$ cat src/hw/rtl/gtot_pkg.sv
package gtot_pkg;

  localparam int unsigned MaxTracked = 64;
  localparam int unsigned MapW       = 64;
  localparam int unsigned IdxW       = $clog2(MapW);
  localparam int unsigned SeqW       = 7;
  localparam int unsigned CtrW       = 7;
  localparam int unsigned GenW       = 64;
  localparam int unsigned StepW      = 32;
  localparam int unsigned TseqW      = 8;
  localparam int unsigned StaleW     = 32;
  localparam int unsigned OpW        = 3;
  localparam int unsigned InDataW    = 176;
  localparam int unsigned OutDataW   = 168;

  typedef enum logic [OpW-1:0] {
    OP_RESET    = 3'd0,
    OP_BEGIN    = 3'd1,
    OP_CANCEL   = 3'd2,
    OP_CLOSE    = 3'd3,
    OP_RESERVE  = 3'd4,
    OP_COMPLETE = 3'd5
  } op_e;

  typedef enum logic [3:0] {
    ST_OK               = 4'd0,
    ST_BAD_ID           = 4'd1,
    ST_STALE            = 4'd2,
    ST_CANCELLED        = 4'd3,
    ST_BAD_STATE        = 4'd4,
    ST_EXHAUSTED        = 4'd5,
    ST_EXISTS           = 4'd6,
    ST_STALE_COMPLETION = 4'd7,
    ST_UNKNOWN          = 4'd8,
    ST_DUPLICATE        = 4'd9
  } status_e;

  typedef enum logic [2:0] {
    DP_INVALID   = 3'd0,
    DP_STALE     = 3'd1,
    DP_CANCELLED = 3'd2,
    DP_UNKNOWN   = 3'd3,
    DP_DUPLICATE = 3'd4,
    DP_ACCEPTED  = 3'd5
  } disp_e;

  typedef enum logic [3:0] {
    LIFE_INACTIVE   = 4'b0001,
    LIFE_ACTIVE     = 4'b0010,
    LIFE_CANCELLING = 4'b0100,
    LIFE_CLOSED     = 4'b1000
  } life_e;

  localparam logic [1:0] LcInactive   = 2'd0;
  localparam logic [1:0] LcActive     = 2'd1;
  localparam logic [1:0] LcCancelling = 2'd2;
  localparam logic [1:0] LcClosed     = 2'd3;

  typedef struct packed {
    op_e              op;
    logic [GenW-1:0]  generation;
    logic [StepW-1:0] step_index;
    logic             reserve_kind;
    logic [GenW-1:0]  token_generation;
    logic [TseqW-1:0] token_sequence;
  } item_t;

  typedef struct packed {
    status_e           status;
    disp_e             disposition;
    logic [SeqW-1:0]   granted_sequence;
    logic              granted_kind;
    logic [StepW-1:0]  granted_step;
    logic [1:0]        lifecycle;
    logic              cancel_flag;
    logic [GenW-1:0]   current_generation;
    logic [SeqW-1:0]   next_sequence;
    logic [CtrW-1:0]   accepted_count;
    logic [CtrW-1:0]   completed_count;
    logic [StaleW-1:0] stale_count;
  } result_t;

endpackage

$ cat src/hw/rtl/generation_tagged_op_tracker_unit.sv
// A result enters the result register when its event advances from the input register.
// Throughput: one transaction per cycle while the output is not stalled; each event is
// evaluated combinationally between the input register and the result register.
// Reset: rst_ni clears the lifecycle to inactive, the generation, flags, counters
// and bitmap, and empties both pipeline registers.
module generation_tagged_op_tracker_unit (
  input  logic                           clk_i,
  input  logic                           rst_ni,
  input  logic                           s_axis_tvalid_i,
  output logic                           s_axis_tready_o,
  // generation[63:0], step_index[95:64], reserve_kind[96],
  // token_generation[160:97], token_sequence[168:161], zero pad.
  input  logic [gtot_pkg::InDataW-1:0]   s_axis_tdata_i,
  // op[2:0].
  input  logic [gtot_pkg::OpW-1:0]       s_axis_tuser_i,
  output logic                           m_axis_tvalid_o,
  input  logic                           m_axis_tready_i,
  // status[3:0], disposition[6:4], granted_sequence[13:7], granted_kind[14],
  // granted_step[46:15], lifecycle[48:47], cancel_flag[49],
  // current_generation[113:50], next_sequence[120:114], accepted_count[127:121],
  // completed_count[134:128], stale_count[166:135], zero pad.
  output logic [gtot_pkg::OutDataW-1:0]  m_axis_tdata_o
);
  import gtot_pkg::*;

  logic    in_valid_q;
  item_t   item_q;
  logic    out_valid_q;
  result_t res_q;
  result_t res_d;
  logic    advance;
  logic    in_fire;

  assign advance         = in_valid_q && (!out_valid_q || m_axis_tready_i);
  assign s_axis_tready_o = !in_valid_q || advance;
  assign in_fire         = s_axis_tvalid_i && s_axis_tready_o;

  always_ff @(posedge clk_i or negedge rst_ni) begin
    if (!rst_ni) begin
      in_valid_q <= 1'b0;
    end else if (s_axis_tready_o) begin
      in_valid_q <= s_axis_tvalid_i;
    end
  end

  always_ff @(posedge clk_i) begin
    if (in_fire) begin
      item_q.op               <= op_e'(s_axis_tuser_i);
      item_q.generation       <= s_axis_tdata_i[63:0];
      item_q.step_index       <= s_axis_tdata_i[95:64];
      item_q.reserve_kind     <= s_axis_tdata_i[96];
      item_q.token_generation <= s_axis_tdata_i[160:97];
      item_q.token_sequence   <= s_axis_tdata_i[168:161];
    end
  end

  gtot_core u_core (
    .clk_i  (clk_i),
    .rst_ni (rst_ni),
    .en_i   (advance),
    .item_i (item_q),
    .res_o  (res_d)
  );

  always_ff @(posedge clk_i or negedge rst_ni) begin
    if (!rst_ni) begin
      out_valid_q <= 1'b0;
    end else if (advance) begin
      out_valid_q <= 1'b1;
    end else if (m_axis_tready_i) begin
      out_valid_q <= 1'b0;
    end
  end

  always_ff @(posedge clk_i) begin
    if (advance) begin
      res_q <= res_d;
    end
  end

  assign m_axis_tvalid_o = out_valid_q;
  assign m_axis_tdata_o  = {1'b0,
                            res_q.stale_count,
                            res_q.completed_count,
                            res_q.accepted_count,
                            res_q.next_sequence,
                            res_q.current_generation,
                            res_q.cancel_flag,
                            res_q.lifecycle,
                            res_q.granted_step,
                            res_q.granted_kind,
                            res_q.granted_sequence,
                            res_q.disposition,
                            res_q.status};

`ifndef NO_ASSERTIONS
  a_accept_means_ok: assert property (@(posedge clk_i) disable iff (!rst_ni)
    (out_valid_q && res_q.disposition == DP_ACCEPTED) |-> (res_q.status == ST_OK))
    else $error("accepted completion without ok status");

  a_grant_means_ok: assert property (@(posedge clk_i) disable iff (!rst_ni)
    (out_valid_q && res_q.granted_sequence != '0) |-> (res_q.status == ST_OK))
    else $error("grant reported with a failing status");

  a_advance_fills: assert property (@(posedge clk_i) disable iff (!rst_ni)
    advance |=> out_valid_q)
    else $error("evaluated event did not reach the result register");
`endif

endmodule

$ cat src/hw/rtl/gtot_core.sv
module gtot_core (
  input  logic              clk_i,
  input  logic              rst_ni,
  input  logic              en_i,
  input  gtot_pkg::item_t   item_i,
  output gtot_pkg::result_t res_o
);
  import gtot_pkg::*;

  life_e             life_q, life_d;
  logic [GenW-1:0]   held_q, held_d;
  logic              cancel_q, cancel_d;
  logic [SeqW-1:0]   next_seq_q, next_seq_d;
  logic [MapW-1:0]   map_q, map_d;
  logic [CtrW-1:0]   acc_q, acc_d;
  logic [CtrW-1:0]   comp_q, comp_d;
  logic [StaleW-1:0] stale_q, stale_d;

  logic             gen_zero, tgen_zero, gen_match, tgen_match, live, blocked;
  logic [TseqW-1:0] tseq_m1;
  logic [IdxW-1:0]  bit_idx;

  function automatic logic [1:0] life_code(life_e l);
    logic [1:0] c;
    case (l)
      LIFE_ACTIVE:     c = LcActive;
      LIFE_CANCELLING: c = LcCancelling;
      LIFE_CLOSED:     c = LcClosed;
      default:         c = LcInactive;
    endcase
    return c;
  endfunction

  assign gen_zero   = (item_i.generation == '0);
  assign tgen_zero  = (item_i.token_generation == '0);
  assign gen_match  = (item_i.generation == held_q);
  assign tgen_match = (item_i.token_generation == held_q);
  assign live       = (life_q == LIFE_ACTIVE) || (life_q == LIFE_CANCELLING);
  assign blocked    = (life_q == LIFE_CANCELLING) || cancel_q;
  assign tseq_m1    = item_i.token_sequence - TseqW'(1);
  assign bit_idx    = tseq_m1[IdxW-1:0];

  always_comb begin
    life_d     = life_q;
    held_d     = held_q;
    cancel_d   = cancel_q;
    next_seq_d = next_seq_q;
    map_d      = map_q;
    acc_d      = acc_q;
    comp_d     = comp_q;
    stale_d    = stale_q;
    res_o      = '0;
    res_o.status      = ST_OK;
    res_o.disposition = DP_INVALID;

    case (item_i.op)
      OP_RESET: begin
        life_d     = LIFE_INACTIVE;
        held_d     = '0;
        cancel_d   = 1'b0;
        next_seq_d = SeqW'(1);
        map_d      = '0;
        acc_d      = '0;
        comp_d     = '0;
        stale_d    = '0;
      end
      OP_BEGIN: begin
        if (gen_zero) begin
          res_o.status = ST_BAD_ID;
        end else if (live) begin
          res_o.status = ST_EXISTS;
        end else begin
          life_d     = LIFE_ACTIVE;
          held_d     = item_i.generation;
          cancel_d   = 1'b0;
          next_seq_d = SeqW'(1);
          map_d      = '0;
          acc_d      = '0;
          comp_d     = '0;
          stale_d    = '0;
        end
      end
      OP_CANCEL, OP_CLOSE: begin
        if (gen_zero) begin
          res_o.status = ST_BAD_ID;
        end else if (!gen_match) begin
          res_o.status = ST_STALE;
          stale_d      = stale_q + StaleW'(1);
        end else if (!live) begin
          res_o.status = ST_BAD_STATE;
        end else begin
          life_d   = (item_i.op == OP_CANCEL) ? LIFE_CANCELLING : LIFE_CLOSED;
          cancel_d = 1'b1;
        end
      end
      OP_RESERVE: begin
        if (gen_zero) begin
          res_o.status = ST_BAD_ID;
        end else if (!gen_match) begin
          res_o.status = ST_STALE;
          stale_d      = stale_q + StaleW'(1);
        end else if (blocked) begin
          res_o.status = ST_CANCELLED;
        end else if (life_q != LIFE_ACTIVE) begin
          res_o.status = ST_BAD_STATE;
        end else if (next_seq_q == '0 || next_seq_q > SeqW'(MaxTracked)) begin
          res_o.status = ST_EXHAUSTED;
        end else begin
          res_o.granted_sequence = next_seq_q;
          res_o.granted_kind     = item_i.reserve_kind;
          res_o.granted_step     = item_i.step_index;
          next_seq_d = next_seq_q + SeqW'(1);
          acc_d      = acc_q + CtrW'(1);
        end
      end
      OP_COMPLETE: begin
        if (gen_zero || tgen_zero) begin
          res_o.status = ST_BAD_ID;
        end else if (!gen_match || !tgen_match) begin
          res_o.status      = ST_STALE_COMPLETION;
          res_o.disposition = DP_STALE;
          stale_d           = stale_q + StaleW'(1);
        end else if (blocked) begin
          res_o.status      = ST_CANCELLED;
          res_o.disposition = DP_CANCELLED;
        end else if (life_q != LIFE_ACTIVE) begin
          res_o.status = ST_BAD_STATE;
        end else if (item_i.token_sequence == '0
                     || item_i.token_sequence >= {1'b0, next_seq_q}
                     || item_i.token_sequence > TseqW'(MaxTracked)) begin
          res_o.status      = ST_UNKNOWN;
          res_o.disposition = DP_UNKNOWN;
        end else if (map_q[bit_idx]) begin
          res_o.status      = ST_DUPLICATE;
          res_o.disposition = DP_DUPLICATE;
        end else begin
          map_d[bit_idx]    = 1'b1;
          comp_d            = comp_q + CtrW'(1);
          res_o.disposition = DP_ACCEPTED;
        end
      end
      default: begin
        res_o.status = ST_BAD_STATE;
      end
    endcase

    res_o.lifecycle          = life_code(life_d);
    res_o.cancel_flag        = cancel_d;
    res_o.current_generation = held_d;
    res_o.next_sequence      = next_seq_d;
    res_o.accepted_count     = acc_d;
    res_o.completed_count    = comp_d;
    res_o.stale_count        = stale_d;
  end

  always_ff @(posedge clk_i or negedge rst_ni) begin
    if (!rst_ni) begin
      life_q     <= LIFE_INACTIVE;
      held_q     <= '0;
      cancel_q   <= 1'b0;
      next_seq_q <= SeqW'(1);
      map_q      <= '0;
      acc_q      <= '0;
      comp_q     <= '0;
      stale_q    <= '0;
    end else if (en_i) begin
      life_q     <= life_d;
      held_q     <= held_d;
      cancel_q   <= cancel_d;
      next_seq_q <= next_seq_d;
      map_q      <= map_d;
      acc_q      <= acc_d;
      comp_q     <= comp_d;
      stale_q    <= stale_d;
    end
  end

`ifndef NO_ASSERTIONS
  a_inactive_no_gen: assert property (@(posedge clk_i) disable iff (!rst_ni)
    (life_q == LIFE_INACTIVE) |-> (held_q == '0))
    else $error("inactive tracker holds a generation");

  a_seq_tracks_accepts: assert property (@(posedge clk_i) disable iff (!rst_ni)
    next_seq_q == acc_q + CtrW'(1))
    else $error("next sequence out of step with accepted count");

  a_comp_le_acc: assert property (@(posedge clk_i) disable iff (!rst_ni)
    comp_q <= acc_q)
    else $error("more completions than reservations");

  a_map_count: assert property (@(posedge clk_i) disable iff (!rst_ni)
    $countones(map_q) == int'(comp_q))
    else $error("completion bitmap disagrees with completed count");
`endif

endmodule
$ cat config.mk
export PLATFORM = sky130hd
export DESIGN_NAME = generation_tagged_op_tracker_unit
export DESIGN_NICKNAME = d
export VERILOG_FILES = /design/src/hw/rtl/gtot_pkg.sv /design/src/hw/rtl/generation_tagged_op_tracker_unit.sv /design/src/hw/rtl/gtot_core.sv
export SDC_FILE = /design/constraint.sdc
export NUM_CORES = 1
export LEC_CHECK = 0
export ABC_AREA = 1
export BUFFER_PORTS_ARGS = -buffer_cell sky130_fd_sc_hd__buf_2
export CORE_ASPECT_RATIO = 1.75
export CORE_MARGIN = 5
export CORE_UTILIZATION = 43
export CTS_CLUSTER_SIZE = 14
export DETAILED_ROUTE_END_ITERATION = 16
export PLACE_DENSITY_LB_ADDON = 0.15
export SYNTH_ARGS = -nofsm -noshare
export SYNTH_HDL_FRONTEND = slang
export SYNTH_SLANG_ARGS = --single-unit
$ cat constraint.sdc
create_clock -name clk_i -period 6.7 [get_ports clk_i]
set_clock_uncertainty 0.05 [all_clocks]
set_input_delay 0.67 -clock clk_i [delete_from_list [all_inputs] [get_ports clk_i]]
set_output_delay 0.67 -clock clk_i [all_outputs]
set_load 0.1 [all_outputs]
After elaboration in Yosys (flattened, before gate mapping)
Index checks and enable logic that the tools add are counted.

Bits in registers: 527. Output and inout port bits: 170. Logic and storage cells: 178.

$add $sub $neg: 5. Magnitude comparators: 5. Equality and inequality tests: 21. Muxes and demuxes: 83. Bitwise gates (word level): 4. Reductions and logical operators: 30.

Operators with widths (count): 64-bit two-way mux (10); 32-bit two-way mux (6); 64-bit case mux with 3 select lines (1); 7-bit two-way mux (25); 64-bit equality test (2); 64-bit logical NOT (2); 32-bit case mux with 4 select lines (1); 64-bit case mux with 2 select lines (1); 4-bit two-way mux (16); 64-bit OR (1); 7-bit case mux with 3 select lines (3); 32-bit by 1-bit adder with 32-bit output, second input constant (1); 7-bit by 1-bit adder with 7-bit output, second input constant (3); 4-bit case mux with 5 select lines (1); 2-bit inequality test, second input constant (8); 3-bit two-way mux (4); 4-bit case mux with 3 select lines (1); 6-bit OR reduction (2); 1-bit two-way mux (10); 10-bit AND reduction (1); 1-bit logical OR (9); 4-bit by 2-bit equality test with 1-bit output, second input constant (2); 4-bit by 3-bit equality test with 1-bit output, second input constant (2); 8-bit by 7-bit >= comparator with 1-bit output (1); 24 further kinds (35).

Depth between registers and ports, before layout
Depth in word-level cells: 13. Mapped depth: 22.

By module
A second synthesis with hierarchy kept.

Cells, all modules: 2873. Area total of the unflattened synthesis: 25539.5 µm².

By module, submodules not included: gtot_core (instances 1, cells an instance 2520, area each 15253.4 µm²); generation_tagged_op_tracker_unit (instances 1, cells an instance 353, area each 10286.1 µm²).

Least setup slack after synthesis
OpenSTA, ideal clock, no wires.

Path type: register to register. Start: register out_valid_q, in the netlist m_axis_tvalid_o. End: register res_q, in the netlist m_axis_tdata_o[0] (enable). Setup time: 0.597 ns. Arrival: 6.252 ns. Data required time: 6.053 ns. Slack: -0.198 ns. Cell stages (with the launch flop): 6. Buffers on the path: 2. Path through: dfrtp_1 > nand2_1 > nand2_1 > clkinv_1 > clkbuf_1 > clkbuf_1.

Word-level cells in the longest chain between the ends: 3.

Ends and longest elaborated chain: start: declaration (RTL line generation_tagged_op_tracker_unit.sv:28) `logic out_valid_q;`; start signal: assignment (RTL line generation_tagged_op_tracker_unit.sv:67) `out_valid_q <= 1'b0;`; start signal: assignment (RTL line generation_tagged_op_tracker_unit.sv:69) `out_valid_q <= 1'b1;`; start signal: assignment (RTL line generation_tagged_op_tracker_unit.sv:71) `out_valid_q <= 1'b0;`; 1-bit logical NOT (RTL line generation_tagged_op_tracker_unit.sv:34) `assign advance = in_valid_q && (!out_valid_q || m_axis_tready_i);`; 1-bit logical OR (RTL line generation_tagged_op_tracker_unit.sv:34); 1-bit logical AND (RTL line generation_tagged_op_tracker_unit.sv:34); named net advance (RTL line generation_tagged_op_tracker_unit.sv:31) `logic advance;`; end signal: assignment (RTL line generation_tagged_op_tracker_unit.sv:77) `res_q <= res_d;`; end: declaration (RTL line generation_tagged_op_tracker_unit.sv:29) `result_t res_q;`.

The timed path passes the listed nets, and every way through them passes these cells. A chain may end at the register's enable or synchronous reset.

Final worst setup path
Start: register item_q[0] in the netlist's numbering. End: register u_core.map_q[40].

Word-level cells in the longest chain between the ends: 13. Elaborated cells between the ends (all ways): 24.

Ends and longest elaborated chain: start: declaration (RTL line generation_tagged_op_tracker_unit.sv:27) `item_t item_q;`; 6-bit by 1-bit subtractor with 6-bit output (RTL line gtot_core.sv:40) `assign tseq_m1 = item_i.token_sequence - TseqW'(1);`; 6-bit by 7-bit less-than comparator with 1-bit output (not written as such) or 6-bit by 1-bit >= comparator with 1-bit output (tied branches) (RTL line gtot_core.sv:137) `map_d[bit_idx] = 1'b1;`; 1-bit logical AND (not written as such) (RTL line gtot_core.sv:137); 1-bit two-way mux (not written as such) (RTL line gtot_core.sv:137); 1-bit demux with 6-bit select; 64-bit OR (no source line); 64-bit two-way mux (RTL line gtot_core.sv:133) `end else if (map_q[bit_idx]) begin`; 64-bit two-way mux (RTL line gtot_core.sv:128) `end else if (item_i.token_sequence == '0`; 64-bit two-way mux (RTL line gtot_core.sv:126) `end else if (life_q != LIFE_ACTIVE) begin`; 64-bit two-way mux (RTL line gtot_core.sv:123) `end else if (blocked) begin`; 64-bit two-way mux (RTL line gtot_core.sv:119) `end else if (!gen_match || !tgen_match) begin`; 64-bit two-way mux (RTL line gtot_core.sv:117) `if (gen_zero || tgen_zero) begin`; 64-bit case mux with 3 select lines (RTL line gtot_core.sv:56) `case (item_i.op)`; end signal: assignment (RTL line gtot_core.sv:171) `map_q <= map_d;`; end: declaration (RTL line gtot_core.sv:14) `logic [MapW-1:0] map_q, map_d;`.

Several ways; a longest one is shown, not always the timed one. The select of a mux whose other input is x is not followed.

==> summary.md <==
| Metric | Value |
|---|---|
| HP Class | `primary input to asynchronous set/reset pin` |
| Worst-skew pair later-pin latency | `600 ps` |
| Async S/R FF share, synth | `35.7%` |
| CTS tree | `done` |
| Sequential area share after synthesis | `57.7%` |
| Area after DPL | `28200 sq um` |
| Final nets | `3368` |
| Netlist area before placement | `25800 sq um` |
| Sw Pwr | `4290 uW` |
| DR top layer | `met5` |
| Max Slew Vio Count | `0` |
| Leak | `0.0131 uW` |
| Syn avg cell area | `9.02 sq um` |
| Share of layout cells above drive strength 1 | `17.4%` |
| Crit Reg-Reg Startpoint | `item_q[0]$_DFFE_PP_` |
| Arrival @ worst endpoint | `4730 ps` |
| Final Setup Violations | `0` |
| Ports | `353` |
| Least-Margin Pin Slew | `1060 ps` |
| Min Clock Period, post-route | `4260 ps` |
| DR iter-0 viols | `1514` |
| Cell area after layout | `29800 sq um` |
| Row cnt | `118` |
| CTS-repair resized insts | `0` |
| Clock share of power | `27.3%` |
| Post-DR vias/cell | `5.21` |
| Max clock buf depth | `3` |
| Final period utilization | `63.6%` |
| Synthesis Warnings | `0` |
| CTS HTree Levels | `2` |
| Setup_tns | `0 ps` |
| WL met2 | `39.1 mm` |
| Register bit count reported by yosys | `527` |
| Largest net degree at the start of global routing | `196` |
| Slew headroom | `29.2%` |
| Die X-Extent | `195 um` |
| Clock root buffer | `clkbuf_16` |
| Initial antenna violation count | `6` |
| I/O Buffers | `344` |
| Clk pin slew, worst setup/hold paths | `70 ps` |
| Core box area | `59400 sq um` |
| Mapped Nets | `3058` |
| Fmax | `235 MHz` |
| Register share of total power | `41.3%` |
| CTS Buf Count | `50` |
| CTS Hold Buffers Added | `0` |
| Crit path max fanout | `70` |
| Status | `completed` |
| Internal power | `6400 uW` |
| Sw frac | `40.1%` |
| Wl on met1 | `28.5 mm` |
| Crit path launch | `item_q[0]$_DFFE_PP_` |
| Worst Setup End Kind | `flop` |
| Layout area overhead | `15.6%` |
| MaxCap Viol Count | `0` |
| Gr ovfl total | `0` |
| 1st-pass router iterations | `5` |
| Post-synth EDFFs | `339` |
| Vias in the first global route | `20700` |
| Die ar. | `65200 sq um` |
| Worst setup path class | `flop to flop` |
| Setup bufs post-CTS | `0` |
| Worst VDD drop | `0.266 mV` |
| Worst path required time | `7170 ps` |
| Final hold viol count | `0` |
| RePlAce Congestion | `0.884` |
| Total Routing Usage GR | `23.1%` |
| Reg2Reg Depth | `16` |
| Routed Antenna Nets | `0` |
| Mapped Cells | `2862` |
| FILL cells | `5544` |
| Initial Util | `43.5%` |
| Clock sink count | `527` |
| Unrepaired setup endpoints after global routing | `false` |
| Prevailing post-synth register cell | `edfxtp_1` |
| Pwr Density | `358 nW/um^2` |
| Combinational power share | `31.3%` |
| DRC | `0` |
| Vias | `20800` |
| First-pass GRT wire length | `118 mm` |
| WL met3 | `4.64 mm` |
| Yosys cell types | `50` |
| Startpoint Class | `flop` |
| Routed WL per cell | `19.3 um` |
| Die Y | `334 um` |
| Final wirelength | `77.2 mm` |
| Post-DP HPWL | `54.0 mm` |
-- final timing paths --
check | end | slack (ps)
setup / recovery | u_core.map_q[40]$_DFFE_PN0P_ | 2440
hold / removal | u_core.map_q[28]$_DFFE_PN0P_ | 50
setup reg to reg | u_core.map_q[40]$_DFFE_PN0P_ | 2440
hold reg to reg | u_core.stale_q[29]$_DFFE_PN0P_ | 430
max in group asynchronous | u_core.held_q[32]$_DFFE_PN0P_ | 5250
min in group clk_i | item_q[71]$_DFFE_PP_ | 190
-- layout make-up --
cell class	count	area, sq um	area share (%)
antenna	2	5.00	0.0168
clock buffer	66	1310	4.40
clock inverter	26	329	1.10
inverter	296	1120	3.77
multi-input combinational	1935	9290	31.2
sequential	527	14900	49.9
tap	780	976	3.27
timing repair buffer	362	1900	6.38
-- critical path, cell delays in order (launching register included) --
cell and delay, ps:
edfxtp_1 410, inv_1 370, ha_1 530, inv_1 620
nand3_1 150, nand2_1 110, nand2_1 50, nand3_1 100
nand3_1 80, nand2_1 70, nand2_1 80, nand2_2 120
o21ai_2 90, nand2_4 730, buf_4 410, nand2_1 110
o21ai_2 60
-- registers in the layout (all words and copies together) (netlist names) --
name / count
m_axis_tvalid_o: 1
u_core.stale_q: 32
m_axis_tdata_o: 167
u_core.held_q: 64
u_core.acc_q: 7
u_core.cancel_q: 1
u_core.life_q: 4
in_valid_q: 1
u_core.next_seq_q: 7
u_core.comp_q: 7
u_core.map_q: 64
item_q: 172
-- synthesized netlist by cell type (7+ instances only) --
master,instances,area [sq um]
o21ai_1,11,55.1
o22ai_1,59,369
and2_1,14,87.6
ha_1,13,163
buf_6,15,169
nor3_1,33,165
nor2_2,8,50.1
a21oi_1,38,190
nand4_1,47,294
nand2_1,898,3370
inv_1,265,995
nor2_1,277,1040
o21ai_2,61,534
a22oi_1,7,52.6
xnor2_1,82,718
buf_2,15,75.1
inv_2,29,109
dfrtp_1,186,4650
o21ai_0,188,941
nand3_1,116,581
clkbuf_1,65,244
a21o_1,31,233
nand2_2,10,62.6
edfxtp_1,339,10200
-- routing by layer --
layer / GRT usage (%) / vias up
met5: 0 / -
met4: 12.9 / 6
met3: 3.72 / 198
met2: 40.8 / 797
met1: 26.6 / 9772
li1: - / 10000
-- logic make-up (layout without fill, tap and decap cells) --
group                      after synthesis  in the layout  share of synthesized area, %
and+or+nand+nor                       1420           1420                          22.5
AOI/OAI and AO/OA                      416            416                          9.83
DFF                                    527            527                          57.7
adders and majority gates               13             13                         0.630
other                                    1              3                        0.0145
xor gates and xnor gates                85             85                          2.94
buffers and inverters                  400            750                          6.40
-- layout by cell type (no fill, tap or decap), drive strengths merged --
cell type / n
a211o: 1
a21boi: 1
a21o: 31
a21oi: 39
a22oi: 7
a311oi: 1
a31oi: 5
and2: 14
and3: 2
buf: 361
bufinv: 7
clkbuf: 67
clkinv: 15
clkinvlp: 3
conb: 1
dfrtp: 186
dfstp: 2
diode: 2
edfxtp: 339
ha: 13
inv: 297
nand2: 908
nand3: 118
nand3b: 4
nand4: 47
nor2: 287
nor3: 34
nor3b: 1
nor4: 3
o211ai: 1
o21a: 3
o21ai: 260
o21bai: 5
o22ai: 59
o31ai: 3
or2: 2
xnor2: 83
xor2: 2
-- metrics by stage --
stage	utilization (%)	hold WS (ps)	power (uW)	std cells	worst slack, ps
global route	50.3	76.7	11200	3993	2070
detailed placement	47.5	415	7830	3900	2370
global placement	47.5	412	7780	3900	2400
floorplan	-	324	6990	2862	894
CTS	50.2	71.7	10800	3992	2320
finish	50.3	46.7	10700	3994	2440
-- power by group through the flow --
stage,sequential [uW],clock (uW),combinational [uW]
finish,4420,2920,3350
CTS,4420,3010,3370
floorplan,5660,0,1330
global placement,4460,0,3320
detailed placement,4470,0,3360
global route,4470,3140,3590
Power figures use the tool's default switching activity.
